`src/design/assert_macros.svh`:
```
// Assertion macros for the design files (used by lcdw_back).
// No dependencies; assertions compile away when ASSERT_OFF is defined.
`ifndef ASSERT_MACROS_SVH
`define ASSERT_MACROS_SVH

`ifndef ASSERT_OFF

`define ASSERT_CLK(label, clk, rstn, prop, msg) \
    label: assert property (@(posedge clk) disable iff (!(rstn)) (prop)) else $error(msg);

`define ASSERT_NEVER(label, clk, rstn, cond, msg) \
    label: assert property (@(posedge clk) disable iff (!(rstn)) !(cond)) else $error(msg);

`else

`define ASSERT_CLK(label, clk, rstn, prop, msg)

`define ASSERT_NEVER(label, clk, rstn, cond, msg)

`endif

`endif

```
`src/design/lcdw_pkg.sv`:
```
// Shared types and constants for the serial LCD write framer.
// No dependencies.
package lcdw_pkg;

    localparam logic [1:0] KIND_CMD    = 2'd0;
    localparam logic [1:0] KIND_NIBBLE = 2'd1;
    localparam logic [1:0] KIND_BYTE   = 2'd2;

    localparam logic [7:0] HDR_CMD   = 8'h80;
    localparam logic [7:0] HDR_WRITE = 8'ha0;

    localparam int KIND_W = 2;
    localparam int ADDR_FIELD_W = 6;
    localparam int DATA_W = 8;

    typedef struct packed {
        logic empty;
        logic full;
    } lcdw_q_stat_t;

endpackage

```
`src/design/lcdw_front.sv`:
```
// Front end: accepts requests, decodes the kind and builds a left-aligned frame.
// Depends on lcdw_pkg.
module lcdw_front
    import lcdw_pkg::*;
#(
    parameter int ADDR_BITS = 6,
    parameter int FRAME_W   = ADDR_BITS + 11,
    parameter int LEN_W     = $clog2(FRAME_W + 1)
) (
    input  logic                    s_valid,
    output logic                    s_ready,
    input  logic [KIND_W-1:0]       kind,
    input  logic [ADDR_FIELD_W-1:0] address,
    input  logic [DATA_W-1:0]       data_value,
    input  lcdw_q_stat_t            q_stat,
    output logic                    push,
    output logic [LEN_W+FRAME_W-1:0] push_data
);

    logic [FRAME_W-1:0] frame;
    logic [LEN_W-1:0]   len;
    logic [ADDR_BITS-1:0] addr_ext;
    logic               known;

    assign addr_ext = ADDR_BITS'(address);

    always_comb begin
        frame = '0;
        len   = '0;
        known = 1'b1;
        case (kind)
            KIND_CMD: begin
                frame[FRAME_W-1 -: 4] = HDR_CMD[7:4];
                frame[FRAME_W-5 -: 8] = data_value;
                len = LEN_W'(12);
            end
            KIND_NIBBLE: begin
                frame[FRAME_W-1 -: 3]         = HDR_WRITE[7:5];
                frame[FRAME_W-4 -: ADDR_BITS] = addr_ext;
                frame[FRAME_W-4-ADDR_BITS -: 4] = data_value[3:0];
                len = LEN_W'(ADDR_BITS + 7);
            end
            KIND_BYTE: begin
                frame[FRAME_W-1 -: 3]         = HDR_WRITE[7:5];
                frame[FRAME_W-4 -: ADDR_BITS] = addr_ext;
                frame[FRAME_W-4-ADDR_BITS -: 8] = data_value;
                len = LEN_W'(ADDR_BITS + 11);
            end
            default: begin
                known = 1'b0;
            end
        endcase
    end

    // unused kind is taken and dropped
    assign s_ready   = !q_stat.full;
    assign push      = s_valid && s_ready && known;
    assign push_data = {len, frame};

endmodule

```
`src/design/lcdw_fifo.sv`:
```
// Small register queue that decouples request decode from serialization.
// Depends on lcdw_pkg.
module lcdw_fifo
    import lcdw_pkg::*;
#(
    parameter int WIDTH = 22,
    parameter int DEPTH = 2
) (
    input  logic             aclk,
    input  logic             aresetn,
    input  logic             push,
    input  logic [WIDTH-1:0] push_data,
    input  logic             pop,
    output logic [WIDTH-1:0] head,
    output lcdw_q_stat_t     q_stat
);

    localparam int AW = (DEPTH > 1) ? $clog2(DEPTH) : 1;
    localparam int CW = $clog2(DEPTH + 1);

    logic [WIDTH-1:0] mem_reg [DEPTH];
    logic [AW-1:0]    wr_ptr_reg, wr_ptr_next;
    logic [AW-1:0]    rd_ptr_reg, rd_ptr_next;
    logic [CW-1:0]    count_reg, count_next;

    function automatic logic [AW-1:0] bump(input logic [AW-1:0] p);
        logic [AW-1:0] r;
        if (p == AW'(DEPTH - 1)) begin
            r = '0;
        end else begin
            r = p + AW'(1);
        end
        return r;
    endfunction

    always_comb begin
        wr_ptr_next = push ? bump(wr_ptr_reg) : wr_ptr_reg;
        rd_ptr_next = pop ? bump(rd_ptr_reg) : rd_ptr_reg;
        count_next  = count_reg + CW'(push) - CW'(pop);
    end

    always_ff @(posedge aclk) begin
        if (!aresetn) begin
            wr_ptr_reg <= '0;
            rd_ptr_reg <= '0;
            count_reg  <= '0;
        end else begin
            wr_ptr_reg <= wr_ptr_next;
            rd_ptr_reg <= rd_ptr_next;
            count_reg  <= count_next;
        end
    end

    always_ff @(posedge aclk) begin
        if (push) begin
            mem_reg[wr_ptr_reg] <= push_data;
        end
    end

    assign head         = mem_reg[rd_ptr_reg];
    assign q_stat.empty = (count_reg == '0);
    assign q_stat.full  = (count_reg == CW'(DEPTH));

endmodule

```
`src/design/lcdw_back.sv`:
```
// Back end: shifts queued frames out MSB first, one bit per transfer, marks the last bit.
// Depends on lcdw_pkg and assert_macros.svh.
`include "assert_macros.svh"
module lcdw_back
    import lcdw_pkg::*;
#(
    parameter int FRAME_W = 17,
    parameter int LEN_W   = $clog2(FRAME_W + 1)
) (
    input  logic                     aclk,
    input  logic                     aresetn,
    input  logic [LEN_W+FRAME_W-1:0] head,
    input  lcdw_q_stat_t             q_stat,
    output logic                     pop,
    output logic                     m_valid,
    input  logic                     m_ready,
    output logic                     m_bit,
    output logic                     m_last
);

    logic               active_reg, active_next;
    logic [FRAME_W-1:0] shift_reg, shift_next;
    logic [LEN_W-1:0]   cnt_reg, cnt_next;
    logic               valid_reg, valid_next;
    logic               bit_reg, bit_next;
    logic               last_reg, last_next;
    logic               load_ok;
    logic [FRAME_W-1:0] head_frame;
    logic [LEN_W-1:0]   head_len;

    assign head_frame = head[FRAME_W-1:0];
    assign head_len   = head[LEN_W+FRAME_W-1:FRAME_W];
    assign load_ok    = !valid_reg || m_ready;
    assign pop        = load_ok && !active_reg && !q_stat.empty;

    always_comb begin
        active_next = active_reg;
        shift_next  = shift_reg;
        cnt_next    = cnt_reg;
        valid_next  = valid_reg;
        bit_next    = bit_reg;
        last_next   = last_reg;
        if (load_ok) begin
            valid_next = 1'b0;
            if (active_reg) begin
                valid_next  = 1'b1;
                bit_next    = shift_reg[FRAME_W-1];
                last_next   = (cnt_reg == LEN_W'(1));
                shift_next  = shift_reg << 1;
                cnt_next    = cnt_reg - LEN_W'(1);
                active_next = (cnt_reg != LEN_W'(1));
            end else if (!q_stat.empty) begin
                valid_next  = 1'b1;
                bit_next    = head_frame[FRAME_W-1];
                last_next   = (head_len == LEN_W'(1));
                shift_next  = head_frame << 1;
                cnt_next    = head_len - LEN_W'(1);
                active_next = (head_len != LEN_W'(1));
            end
        end
    end

    always_ff @(posedge aclk) begin
        if (!aresetn) begin
            active_reg <= 1'b0;
            valid_reg  <= 1'b0;
        end else begin
            active_reg <= active_next;
            valid_reg  <= valid_next;
        end
    end

    always_ff @(posedge aclk) begin
        shift_reg <= shift_next;
        cnt_reg   <= cnt_next;
        bit_reg   <= bit_next;
        last_reg  <= last_next;
    end

    assign m_valid = valid_reg;
    assign m_bit   = bit_reg;
    assign m_last  = last_reg;

    `ASSERT_NEVER(a_active_cnt, aclk, aresetn, active_reg && (cnt_reg == '0),
                  "active with no bits left")
    `ASSERT_NEVER(a_pop_empty, aclk, aresetn, pop && q_stat.empty, "pop from empty queue")
    `ASSERT_CLK(a_cnt_step, aclk, aresetn,
                (load_ok && active_reg && (cnt_reg > LEN_W'(1))) |=>
                (active_reg && (cnt_reg == $past(cnt_reg) - LEN_W'(1))),
                "bit count did not step")

endmodule

```
`src/design/lcd_controller_serial_write_framer.sv`:
```
// Serial write framer for a three-wire segment LCD controller. Each request on the
// s_ channel (tuser = kind: 0 command, 1 nibble write, 2 byte write; kind 3 is taken and
// dropped) becomes a frame of bits on the m_ channel, MSB first, one bit per transfer,
// with tlast on the final bit so chip select can be released after it. Frames are
// 12 bits (command), ADDRESS_BITS+7 (nibble) or ADDRESS_BITS+11 (byte). The output
// sustains one bit per clock while m_tready is held high. A two-entry queue lets the
// next request be accepted while the current frame is still shifting out.
// Depends on lcdw_pkg, lcdw_front, lcdw_fifo and lcdw_back.
module lcd_controller_serial_write_framer
    import lcdw_pkg::*;
#(
    parameter int ADDRESS_BITS = 6
) (
    input  logic        aclk,
    input  logic        aresetn,
    input  logic        s_tvalid,
    output logic        s_tready,
    input  logic [15:0] s_tdata,   // [5:0] address, [13:6] data_value, [15:14] zero
    input  logic [1:0]  s_tuser,   // [1:0] kind
    output logic        m_tvalid,
    input  logic        m_tready,
    output logic [7:0]  m_tdata,   // [0] serial_bit, [7:1] zero
    output logic        m_tlast
);

    localparam int FRAME_W = ADDRESS_BITS + 11;
    localparam int LEN_W   = $clog2(FRAME_W + 1);
    localparam int Q_W     = LEN_W + FRAME_W;

    lcdw_q_stat_t   q_stat;
    logic           push;
    logic           pop;
    logic [Q_W-1:0] push_data;
    logic [Q_W-1:0] head;
    logic           m_bit;

    lcdw_front #(
        .ADDR_BITS (ADDRESS_BITS),
        .FRAME_W   (FRAME_W),
        .LEN_W     (LEN_W)
    ) u_front (
        .s_valid    (s_tvalid),
        .s_ready    (s_tready),
        .kind       (s_tuser),
        .address    (s_tdata[5:0]),
        .data_value (s_tdata[13:6]),
        .q_stat     (q_stat),
        .push       (push),
        .push_data  (push_data)
    );

    lcdw_fifo #(
        .WIDTH (Q_W),
        .DEPTH (2)
    ) u_fifo (
        .aclk      (aclk),
        .aresetn   (aresetn),
        .push      (push),
        .push_data (push_data),
        .pop       (pop),
        .head      (head),
        .q_stat    (q_stat)
    );

    lcdw_back #(
        .FRAME_W (FRAME_W),
        .LEN_W   (LEN_W)
    ) u_back (
        .aclk    (aclk),
        .aresetn (aresetn),
        .head    (head),
        .q_stat  (q_stat),
        .pop     (pop),
        .m_valid (m_tvalid),
        .m_ready (m_tready),
        .m_bit   (m_bit),
        .m_last  (m_tlast)
    );

    assign m_tdata = {7'b0, m_bit};

endmodule

```
`config.mk`:
```
export PLATFORM = sky130hd
export DESIGN_NAME = lcd_controller_serial_write_framer
export DESIGN_NICKNAME = d
export VERILOG_FILES = /design/src/design/lcdw_pkg.sv /design/src/design/lcdw_front.sv /design/src/design/lcdw_fifo.sv /design/src/design/lcdw_back.sv /design/src/design/lcd_controller_serial_write_framer.sv
export VERILOG_INCLUDE_DIRS = /design/src /design/src/design
export SDC_FILE = /design/constraint.sdc
export NUM_CORES = 1
export LEC_CHECK = 0
export BUFFER_PORTS_ARGS = -buffer_cell sky130_fd_sc_hd__buf_2
export CORE_UTILIZATION = 53
export CTS_CLUSTER_SIZE = 28
export DETAILED_ROUTE_END_ITERATION = 16
export GPL_ROUTABILITY_DRIVEN = 0
export HOLD_SLACK_MARGIN = 0.15
export PLACE_DENSITY = 0.75
export SLEW_MARGIN = 20
export SYNTH_ARGS = -nofsm -noshare
export SYNTH_HDL_FRONTEND = slang
export SYNTH_HIERARCHICAL = 1
export SYNTH_SLANG_ARGS = --single-unit
export TNS_END_PERCENT = 20
```
`constraint.sdc`:
```
create_clock -name aclk -period 2.3 [get_ports aclk]
set_input_delay 0.345 -clock aclk [delete_from_list [all_inputs] [get_ports aclk]]
set_output_delay 0.345 -clock aclk [all_outputs]
set_load 0.02 [all_outputs]
```
==> impl_metrics.py <==
metrics = {
    "routing": {
        "routed_via_density": 5.44,
        "via_count": 1832,
        "drcViolationCount": 0,
        "drt_iter0_drc": 132,
        "routedWlPerCell_um": 16.0,
        "totalWireLength_um": 5400,
        "antenna_left": 0,
        "drt_pass1_iterations": 4,
    },
    "power": {
        "p_leak_nw": 1.40,
        "vdd_ir_drop_max_mv": 0.750,
        "power_density_nw_per_um2": 1110,
    },
    "clock_network": {
        "post_cts_resized": 0,
        "clkSinkCount": 74,
        "clock_path_buffers": 2,
        "numCtsBuffers": 9,
        "postCtsSetupRepairBufs": 0,
        "cts_tree": "yes",
        "hold_buffers": 0,
        "clk_pin_slew_ns": 0.08,
        "clkLatencyLatePin_ns": 0.33,
        "cts-root-buf": "clkbuf_8",
        "cts_htree_levels": 3,
    },
    "timing": {
        "whs_ns": 0.280,
        "max_freq_mhz": 525,
        "hold_violations": 0,
        "final-setup-viol-count": 0,
        "final.min_clock_period_ns": 1.90,
        "finalCritPeriodShare": 0.828,
        "drv_slew": 0,
        "rsz0062_at_grt": "false",
        "finClkSkew_ns": 0.00883,
    },
    "final_layout": {
        "num_antenna_cells": 0,
        "largest_reg_flops": 44,
        "postLayoutCoreUtil": 0.614,
        "final_cell_mix": "edfxtp_1, mux2_2, buf_2",
        "layout_commonest_cell": "edfxtp_1",
        "final_cells": 337,
        "nets": 290,
        "syn_to_final_growth_pct": 9.38,
        "layout-drive-gt1-share": 0.324,
    },
    "global_route": {
        "grt_overflow": 0,
        "antenna_found_initial": 0,
        "grt_max_degree": 27,
        "grt_pass1_wl_um": 8560,
        "grt_pass1_vias": 1800,
        "grt_usage": 0.181,
    },
    "setup_path": {
        "arrival_ns": 2.11,
        "critical-path-max-stage-delay_ns": 0.47,
        "crit_path_max_fanout": 7,
        "path_cells": "mux2_2 -> inv_1 -> ha_1 -> or4b_1 -> a31oi_1 -> a311oi_1",
        "path_buf_inv": 1,
        "cp_slowest_cell": "dfxtp_1",
        "crit_type": "register to register",
        "cp-end-kind": "register",
        "cp-start-kind": "register",
        "worstPathRequired_ns": 2.51,
        "crit_family": "flip-flops",
    },
    "status": {
        "status": "finished, final reports clean",
    },
    "logic_synthesis": {
        "ys_seq_area_frac": 0.632,
        "synth_cell_types": 31,
        "syn-cell-area_um2": 3400,
        "ys_ff_latch": 74,
        "synthCells": 230,
        "avgSynthCellArea_um2": 14.8,
        "ys_warn_count": 6,
    },
    "die": {
        "dieArea_um2": 6750,
        "io_pins": 33,
        "core_um2": 6060,
        "start_util": 0.562,
        "dieHeight_um": 82.1,
        "die_w_um": 82.1,
        "rows": 28,
    },
    "placement": {
        "dp_hpwl_um": 3580,
        "numPlacedInstances": 321,
        "port_buffers": 23,
    },
    "job": {
        "drv_cap": 0,
    },
    "hold_path": {
        "hp-class": "input port to register",
    },
}
==> worst paths after layout <==
kind / start / to / slack (ns) / depth (start not counted)
setup / recovery: register / u_back/active_reg / 0.40 / 6
hold / removal: aresetn / u_fifo/wr_ptr_reg / 0.28 / 2
setup reg to reg: register / u_back/active_reg / 0.40 / 6
hold reg to reg: u_back/active_reg / u_back/active_reg / 0.49 / 1
==> cell type report <==
cell class / count / area, µm²
Clock buffer: 9 / 124
Clock inverter: 7 / 36.3
Fill cell: 464 / 2340
Inverter: 13 / 48.8
Multi-Input combinational cell: 129 / 1070
Sequential cell: 74 / 2150
Tap cell: 75 / 93.8
Timing Repair Buffer: 30 / 193
==> kinds of logic (layout without fill, tap and decap cells) <==
logic type	after synthesis	in the layout	synth area share
buffers and inverters	34	59	0.0614
AO/OA/AOI/OAI	22	22	0.0415
multiplexers	42	42	0.138
AND/OR/NAND/NOR	37	37	0.0599
XOR/XNOR	8	8	0.0246
other	2	9	0.00221
adder cells (fa/ha/maj)	11	11	0.0404
flip-flops	74	74	0.632
==> cells in the mapped netlist <==
cell type	number	area, µm²
edfxtp_1	67	2010
mux2_2	38	428
inv_1	13	48.8
buf_4	12	90.1
ha_1	11	138
and2_1	8	50.1
dfxtp_1	7	140
nand2_1	7	26.3
nor2b_1	7	43.8
o21ai_0	7	35.0
a21oi_1	6	30.0
nor2_1	6	22.5
buf_2	5	25.0
xnor2_1	5	43.8
buf_6	4	45.0
mux2i_1	4	40.0
a222oi_1	3	30.0
nor3_1	3	15.0
a31oi_1	2	12.5
conb_1	2	7.51
nor3b_1	2	15.0
xor2_1	2	17.5
a22oi_1	1	7.51
a311oi_1	1	8.76
and3_1	1	6.26
nand2b_1	1	6.26
nor4b_1	1	8.76
o211a_1	1	10.0
o21a_1	1	7.51
or4b_1	1	10.0
xnor3_1	1	22.5
==> power breakdown <==
part           internal, W  switching [W]  total (W)
clock             0.000378       0.000456   0.000834
sequential         0.00195       0.000141    0.00209
combinational     0.000595       0.000626    0.00122
total              0.00292        0.00122    0.00415
==> metrics by stage <==
stage / cell area [µm²] / total power, W / setup WS, ns / TNS (ns)
after floorplan: 3430 / 0.00306 / -0.0704 / -1.62
after global placement: 3560 / 0.00330 / 0.413 / 0
after detailed placement: 3560 / 0.00336 / 0.401 / 0
after CTS: 3720 / 0.00419 / 0.390 / 0
after global routing: 3720 / 0.00437 / 0.286 / 0
final: 3720 / 0.00415 / 0.396 / 0
==> routing by layer <==
metal  up-vias  share of wire  GRT usage
li1        871              -          -
met1       917           0.45      0.237
met2        35           0.50      0.288
met3         9          0.034     0.0330
met4         0          0.019     0.0965
met5         -              0          0
Power figures use the tool's default switching activity.
